File: config.mk
export PLATFORM = sky130hd
export DESIGN_NAME = blu_blend_flat
export DESIGN_NICKNAME = d
export VERILOG_FILES = /design/src/rtl/blu_pkg.sv /design/src/rtl/blu_if.sv /design/src/rtl/blu_blend.sv /design/src/flat_wrapper.sv
export SDC_FILE = /design/constraint.sdc
export NUM_CORES = 2
export LEC_CHECK = 0
export ABC_AREA = 1
export BUFFER_PORTS_ARGS = -buffer_cell sky130_fd_sc_hd__buf_4
export CORE_MARGIN = 2
export CORE_UTILIZATION = 30
export DETAILED_ROUTE_END_ITERATION = 8
export GPL_TIMING_DRIVEN = 0
export PLACE_DENSITY_LB_ADDON = 0.15
export SYNTH_ARGS = -nofsm -noshare
export SYNTH_HDL_FRONTEND = slang
export SYNTH_SLANG_ARGS = --single-unit
File: constraint.sdc
create_clock -name clock -period 8.5 [get_ports clock]
set_clock_uncertainty 0.2 [all_clocks]
set_input_delay 0.425 -clock clock [delete_from_list [all_inputs] [get_ports clock]]
set_output_delay 0.425 -clock clock [all_outputs]
set_load 0.05 [all_outputs]
File: src/rtl/blu_pkg.sv
// Shared constants, types and helper functions of the bilinear upscaler.
// Depends on nothing; used by blu_blend and the top level.
package blu_pkg;

   localparam int MAX_WIDTH    = 1024;
   localparam int MAX_HEIGHT   = 4096;
   localparam int MAX_CHANNELS = 4;
   localparam int MAX_FACTOR   = 4;
   localparam int CSR_DATA_W   = 13;
   localparam int RECIP3_SH    = 24;
   localparam int RECIP36      = 466034;

   typedef enum logic [1:0] {
      CSR_WIDTH    = 2'd0,
      CSR_HEIGHT   = 2'd1,
      CSR_CHANNELS = 2'd2,
      CSR_FACTOR   = 2'd3
   } csr_type;

   typedef struct packed {
      logic [3:0]  cmask;
      logic [2:0]  fac;
      logic [11:0] col;
      logic [13:0] row;
      logic        run_last;
      logic        frame_done;
   } meta_type;

   typedef struct packed {
      logic [31:0] p00;
      logic [31:0] p10;
      logic [31:0] p01;
      logic [31:0] p11;
      logic [2:0]  ax;
      logic [2:0]  ay;
      meta_type    meta;
   } tap_type;

   typedef struct packed {
      logic       neg;
      logic [2:0] wt;
   } axis_type;

   // first offset inside a tile that lands on this source index
   function automatic logic signed [2:0] span_lo(input logic [2:0] fac);
      logic signed [2:0] r;
      case (fac)
         3'd2, 3'd3: r = -3'sd1;
         3'd4:       r = -3'sd2;
         default:    r = 3'sd0;
      endcase
      return r;
   endfunction

   function automatic logic signed [2:0] span_hi(input logic [2:0] fac);
      logic signed [2:0] r;
      case (fac)
         3'd3, 3'd4: r = 3'sd1;
         default:    r = 3'sd0;
      endcase
      return r;
   endfunction

   // weight of the upper neighbour and whether the lower one is the previous index
   function automatic axis_type axis_wt(input logic [2:0] fac, input logic signed [2:0] k);
      logic signed [4:0] t;
      logic signed [4:0] d;
      logic signed [4:0] s;
      axis_type r;
      t = $signed({k[2], k, 1'b1}) - $signed({2'b00, fac});
      d = $signed({1'b0, fac, 1'b0});
      s = t + d;
      r.neg = t[4];
      r.wt  = t[4] ? s[2:0] : t[2:0];
      return r;
   endfunction

endpackage

File: src/rtl/blu_if.sv


interface blu_rsp_if;
   logic        valid;
   logic        ready;
   logic [7:0]  out_ch0;
   logic [7:0]  out_ch1;
   logic [7:0]  out_ch2;
   logic [7:0]  out_ch3;
   logic [11:0] out_col;
   logic [13:0] out_row;
   logic        run_last;
   logic        frame_done;
   modport source (output valid, out_ch0, out_ch1, out_ch2, out_ch3, out_col, out_row,
                   run_last, frame_done, input ready);
   modport sink (input valid, out_ch0, out_ch1, out_ch2, out_ch3, out_col, out_row,
                 run_last, frame_done, output ready);
endinterface

File: src/rtl/blu_blend.sv
// Blend pipeline: horizontal products, vertical products, rounding divide, output word.
// Depends on blu_pkg and blu_rsp_if.
module blu_blend (
   input  logic             clock,
   input  logic             reset,
   input  logic             tap_valid,
   input  blu_pkg::tap_type tap,
   output logic             adv,
   blu_rsp_if.source        rsp_ch
);

   logic                  s2_valid_ff;
   logic [3:0][10:0]      top_ff, top_in;
   logic [3:0][10:0]      bot_ff, bot_in;
   logic [2:0]            ay_ff;
   blu_pkg::meta_type     s2_meta_ff;
   logic                  s3_valid_ff;
   logic [3:0][13:0]      val_ff, val_in;
   blu_pkg::meta_type     s3_meta_ff;
   logic                  out_valid_ff;
   logic [3:0][7:0]       out_ff, out_in;
   blu_pkg::meta_type     out_meta_ff;

   logic [3:0] dx;
   logic [3:0] dy;
   logic [15:0] rnd;

   assign adv = !out_valid_ff || rsp_ch.ready;
   assign dx  = {tap.meta.fac, 1'b0};
   assign dy  = {s2_meta_ff.fac, 1'b0};
   assign rnd = 16'(s2_meta_ff.fac) * 16'(s2_meta_ff.fac) * 16'd2;

   always_comb begin
      for (int k = 0; k < 4; k++) begin
         top_in[k] = 11'(12'(tap.p00[8*k +: 8]) * 12'(dx - 4'(tap.ax))
                       + 12'(tap.p10[8*k +: 8]) * 12'(tap.ax));
         bot_in[k] = 11'(12'(tap.p01[8*k +: 8]) * 12'(dx - 4'(tap.ax))
                       + 12'(tap.p11[8*k +: 8]) * 12'(tap.ax));
         val_in[k] = 14'(16'(top_ff[k]) * 16'(dy - 4'(ay_ff))
                       + 16'(bot_ff[k]) * 16'(ay_ff) + rnd);
      end
   end

   always_comb begin
      logic [33:0] prod;
      logic [13:0] q;
      for (int k = 0; k < 4; k++) begin
         prod = 34'(val_ff[k]) * 34'(blu_pkg::RECIP36);
         case (s3_meta_ff.fac)
            3'd2:    q = val_ff[k] >> 4;
            3'd3:    q = 14'(prod >> blu_pkg::RECIP3_SH);
            3'd4:    q = val_ff[k] >> 6;
            default: q = val_ff[k] >> 2;
         endcase
         if (!s3_meta_ff.cmask[k]) begin
            out_in[k] = 8'd0;
         end else if (q > 14'd255) begin
            out_in[k] = 8'd255;
         end else begin
            out_in[k] = q[7:0];
         end
      end
   end

   always_ff @(posedge clock) begin
      if (reset) begin
         s2_valid_ff  <= 1'b0;
         s3_valid_ff  <= 1'b0;
         out_valid_ff <= 1'b0;
      end else if (adv) begin
         s2_valid_ff  <= tap_valid;
         s3_valid_ff  <= s2_valid_ff;
         out_valid_ff <= s3_valid_ff;
      end
   end

   always_ff @(posedge clock) begin
      if (adv) begin
         top_ff      <= top_in;
         bot_ff      <= bot_in;
         ay_ff       <= tap.ay;
         s2_meta_ff  <= tap.meta;
         val_ff      <= val_in;
         s3_meta_ff  <= s2_meta_ff;
         out_ff      <= out_in;
         out_meta_ff <= s3_meta_ff;
      end
   end

   assign rsp_ch.valid      = out_valid_ff;
   assign rsp_ch.out_ch0    = out_ff[0];
   assign rsp_ch.out_ch1    = out_ff[1];
   assign rsp_ch.out_ch2    = out_ff[2];
   assign rsp_ch.out_ch3    = out_ff[3];
   assign rsp_ch.out_col    = out_meta_ff.col;
   assign rsp_ch.out_row    = out_meta_ff.row;
   assign rsp_ch.run_last   = out_meta_ff.run_last;
   assign rsp_ch.frame_done = out_meta_ff.frame_done;

endmodule

File: src/flat_wrapper.sv
// flat-port wrapper written by rule: the top's interface ports become plain ports
module blu_blend_flat 
  (clock, reset, tap_valid, tap, adv, rsp_ch_valid, rsp_ch_out_ch0, rsp_ch_out_ch1, rsp_ch_out_ch2, rsp_ch_out_ch3, rsp_ch_out_col, rsp_ch_out_row, rsp_ch_run_last, rsp_ch_frame_done, rsp_ch_ready);
  blu_rsp_if rsp_ch_i ();
  input  logic clock;
  input  logic reset;
  input  logic tap_valid;
  input  blu_pkg::tap_type tap;
  output logic adv;
  output wire logic [$bits(rsp_ch_i.valid)-1:0] rsp_ch_valid;
  output wire logic [$bits(rsp_ch_i.out_ch0)-1:0] rsp_ch_out_ch0;
  output wire logic [$bits(rsp_ch_i.out_ch1)-1:0] rsp_ch_out_ch1;
  output wire logic [$bits(rsp_ch_i.out_ch2)-1:0] rsp_ch_out_ch2;
  output wire logic [$bits(rsp_ch_i.out_ch3)-1:0] rsp_ch_out_ch3;
  output wire logic [$bits(rsp_ch_i.out_col)-1:0] rsp_ch_out_col;
  output wire logic [$bits(rsp_ch_i.out_row)-1:0] rsp_ch_out_row;
  output wire logic [$bits(rsp_ch_i.run_last)-1:0] rsp_ch_run_last;
  output wire logic [$bits(rsp_ch_i.frame_done)-1:0] rsp_ch_frame_done;
  input wire logic [$bits(rsp_ch_i.ready)-1:0] rsp_ch_ready;
  assign rsp_ch_valid = rsp_ch_i.valid;
  assign rsp_ch_out_ch0 = rsp_ch_i.out_ch0;
  assign rsp_ch_out_ch1 = rsp_ch_i.out_ch1;
  assign rsp_ch_out_ch2 = rsp_ch_i.out_ch2;
  assign rsp_ch_out_ch3 = rsp_ch_i.out_ch3;
  assign rsp_ch_out_col = rsp_ch_i.out_col;
  assign rsp_ch_out_row = rsp_ch_i.out_row;
  assign rsp_ch_run_last = rsp_ch_i.run_last;
  assign rsp_ch_frame_done = rsp_ch_i.frame_done;
  assign rsp_ch_i.ready = rsp_ch_ready;
  blu_blend u_core (.clock(clock), .reset(reset), .tap_valid(tap_valid), .tap(tap), .adv(adv), .rsp_ch(rsp_ch_i));
endmodule
# == After elaboration in Yosys (flattened, before gate mapping) ==
# Index checks and enable logic that the tools add are counted.
# op_classes
n_addsub,18
n_mul,29
n_lt_le_gt_ge,4
muxes,8
eq_ne,3
n_reduce_logical,2
# op_table
op,n
case mux 12 bit (3 select lines),4
"multiplier 14 x 18 -> 32 bit, second input constant",4
multiplier 8 x 12 -> 11 bit,8
adder 11 bit,8
multiplier 8 x 3 -> 11 bit,8
multiplier 11 x 16 -> 14 bit,4
adder 14 bit,4
adder 14 x 7 -> 14 bit,4
multiplier 11 x 3 -> 14 bit,4
"> comparator 12 x 8 -> 1 bit, second input constant",4
two-way mux 8 bit,4
subtractor 4 x 3 -> 5 bit,2
"equality test 3 x 2 -> 1 bit, second input constant",2
multiplier 3 x 3 -> 6 bit,1
"equality test 3 bit, second input constant",1
zero test 1 bit,1
logical OR 1 bit,1
# totals
ff_bits,280
inputBits,173

# == Depth between registers and ports, before layout ==
# depth
ltp_word,4
ltp_mapped,33

# == Worst setup path before layout ==
# OpenSTA, ideal clock, no wires.
# synth_path
path_type,reg2reg
start,reg u_core.out_valid_ff (netlist: u_core.rsp_ch.valid)
end,"reg u_core.ay_ff[0], enable pin"
required_time_ns,7.656
arrival_ns,6.298
setup_slack_ns,1.358
stages_incl_launch_ff,4
setup_ns,0.644
synth_period_minus_slack_ns,7.142
cell_sequence,dfxtp_1 inv_1 nor2_1 inv_1
# synth_via
elab_chain_len,2
# synth_rtl
element,line_no,source
"start, declared",blu_blend.sv:20,logic out_valid_ff;
"start signal, assigned",blu_blend.sv:73,out_valid_ff <= s3_valid_ff;
zero test 1 bit,blu_blend.sv:28,assign adv = !out_valid_ff || rsp_ch.ready;
logical OR 1 bit,blu_blend.sv:28,
net adv,flat_wrapper.sv:9,output logic adv;
"end signal, assigned",blu_blend.sv:81,ay_ff <= tap.ay;
"end, declared",blu_blend.sv:15,logic [2:0] ay_ff;
# The timed path passes the listed nets, and every way through them passes these cells.
# A chain may end at the register's enable or synchronous reset.

==> run metrics <==
Starting Density=0.303; worst rel slew slack=0.113; Final Cycle Share=0.972; Yosys reg bits=280; placed inst area=65,000 um^2; WL/cell=17.6 um; critical path class=in2reg; beginning of the critical path=tap[40]; die area=203,000 um^2; minimum clock period=8.26 ns; slowest cell delay on critical path=0.67 ns; clk buf depth=3; status=completed; final-report max-slew violation count=0; multi-input logic area=42,600 um^2; vias=44,165; # DRC=0; utilization after layout=0.337; Clock Latency Late Sink=0.59 ns; synthesized area=59,900 um^2; Worst Min Path Start=tap[89]; final hold violation count=0; DRT antenna net count=0; dpl cells=10,079; worst min path class=in2reg; fin area=66,600 um^2; Worst EP arrival=8.35 ns; fraction of layout cells with a size suffix above 1=0.0477; Syn Nets=9,177; Gate Count Post-Synth=7,205; ys async rst share=0; height of the die=451 um; clock sink count=280; Horiz. Die Dim=451 um; maximum number of pins on one net before global-route repair=120; Post-DP HPWL=156,000 um; GPL Wtd Cong=0.919; area share of the largest cell type after synthesis=0.330; Layout fillers=21,076; TritonCTS clock tree=done; Max Clock Freq=121 MHz; required time of the critical path=8.59 ns; Ports=235; delay-heaviest family, CP=adder cells; Core Area=198,000 um^2; Worst-Margin Slew=1.33 ns; YS warnings=0; crit end category=flip-flop; Worst setup SP type=primary input; crit path buf inv count=11; CTS buffer count=36; Max Cap Viol=0; CTS Root Buffer Type=clkbuf_16; non-filler cells, final=10,189; initial antenna violation count=5; Synth area leader=fa_1; Avg Cell Area, Syn=8.31 um^2; CTS H-tree depth=2; top-count cell post-synth=inv_1; Yosys cell types=50; total track usage=0.178; Reg-to-Reg Start=u_core.dy[1]; # rows=163; CP max stage cell=o311ai_0; register area=8380 um^2; number of buffers added on ports=232; first-pass GRT wire length=276,000 um; number of vias per cell=4.33; sequential-to-total area share from yosys stat=0.140; area grow syn2layout=11.2%; layout net count=9,492; DRT Wirelength=179,000 um; Post-synth top cells=inv_1, nand2_1, fa_1; vias in the first global route=46,379; number of synthesized flops with an enable pin=277; drt first pass iters=5; setup TNS=0 ns; GRT Residual Overflow=0; Initial DRC Count=2,281; crit path max fanout=10; ranking of synthesized cells by area=fa_1, ha_1, inv_1; Setup violations, final=0; predominant post-synthesis flop cell=edfxtp_1; Worst-path clk slew=0.06 ns
## cell usage in the layout (no fill, tap or decap), drive strengths merged, types with 15 or more instances in the layout
master	count
nor3	19
nand4	32
a21o	16
nor2	436
nand2	1550
nand3	158
clkbuf	112
ha	813
a21oi	172
dlygate4sd3	42
edfxtp	277
buf	267
nand3b	28
fa	986
a221oi	24
o21ai	69
xor2	116
xnor2	101
inv	2246
or2	15
## cells by family after synthesis
logic type	Yosys count	synth area share
buffers and inverters	2342	0.148
AO/OA/AOI/OAI	320	0.0306
adder cells (fa/ha/maj)	1799	0.500
XOR/XNOR	217	0.0321
AND/OR/NAND/NOR	2247	0.150
flip-flops	280	0.140
## registers in the layout, summed over array words and instances (netlist names), 3 cells and up
register	cells
u_core.ay_ff	3
u_core.bot_ff	44
u_core.dy	3
u_core.rsp_ch.out_ch0	8
u_core.rsp_ch.out_ch1	8
u_core.rsp_ch.out_ch2	8
u_core.rsp_ch.out_ch3	8
u_core.rsp_ch.out_col	12
u_core.rsp_ch.out_row	14
u_core.s2_meta_ff	32
u_core.s3_meta_ff	35
u_core.top_ff	44
u_core.val_ff	56
## worst reg2reg max path, cell delays in order, from the launching register on
cell      delay (ns)
edfxtp_1        1.01
fa_1            0.35
nand2_1         0.07
nand2_1         0.08
clkbuf_1        0.60
clkbuf_1        0.73
nor2_1          0.22
fa_1            0.53
fa_1            0.52
inv_1           0.06
fa_1            0.49
fa_1            0.49
inv_1           0.05
fa_1            0.55
fa_1            0.44
ha_1            0.35
nand2_1         0.06
o21ai_0         0.29
a21oi_1         0.11
nor2_1          0.22
nor2_1          0.10
nand3_1         0.09
nand2_1         0.15
## path summary, 6_finish.rpt
path | endpoint | slack, ns | cells after the start
min reg2reg | u_core.rsp_ch.out_col[11] | 0.19 | 0
max reg2reg | u_core.val_ff[13] | 0.44 | 22
max | u_core.bot_ff[21] | 0.24 | 27
min | u_core.bot_ff[22] | 0.1 | 4
## repair_timing
action,4_1_cts,5_1_grt
gates resized for setup,3,4
pin swaps,0,0
endpoints found under the setup margin,33,4
setup buffers,1,4
hold buffers,42,0
endpoints found under the hold margin,41,0
## area by class of cell
| cell class | instances | share of cell area |
|---|---|---|
| diodes | 2 | 0.0000752 |
| repair buffers | 281 | 0.0340 |
| well taps | 2640 | 0.0496 |
| multi-input cells | 4583 | 0.640 |
| plain buffers | 99 | 0.00624 |
| inverters | 2239 | 0.126 |
| clock inverters | 24 | 0.00355 |
| flip-flops and latches | 280 | 0.126 |
| clock buffers | 41 | 0.0138 |
## metal layers
layer	global-route usage	routed length, um	vias to the layer above
met3	0.0130	6460	162
met1	0.245	83400	21428
met5	0	10	-
met2	0.306	85300	820
li1	-	-	21753
met4	0.0352	3670	2
## metrics by stage
step,setup WS [ns],hold slack (ns)
final,0.238,0.0971
after global routing,-0.00180,0.111
after CTS,0.0211,0.0733
after detailed placement,-1.19,0.205
after global placement,-1.94,0.201
after floorplan,1.36,0.200
Power is not shown: default switching activity piles up to over one toggle a cycle in this logic, so the estimate is an artifact.
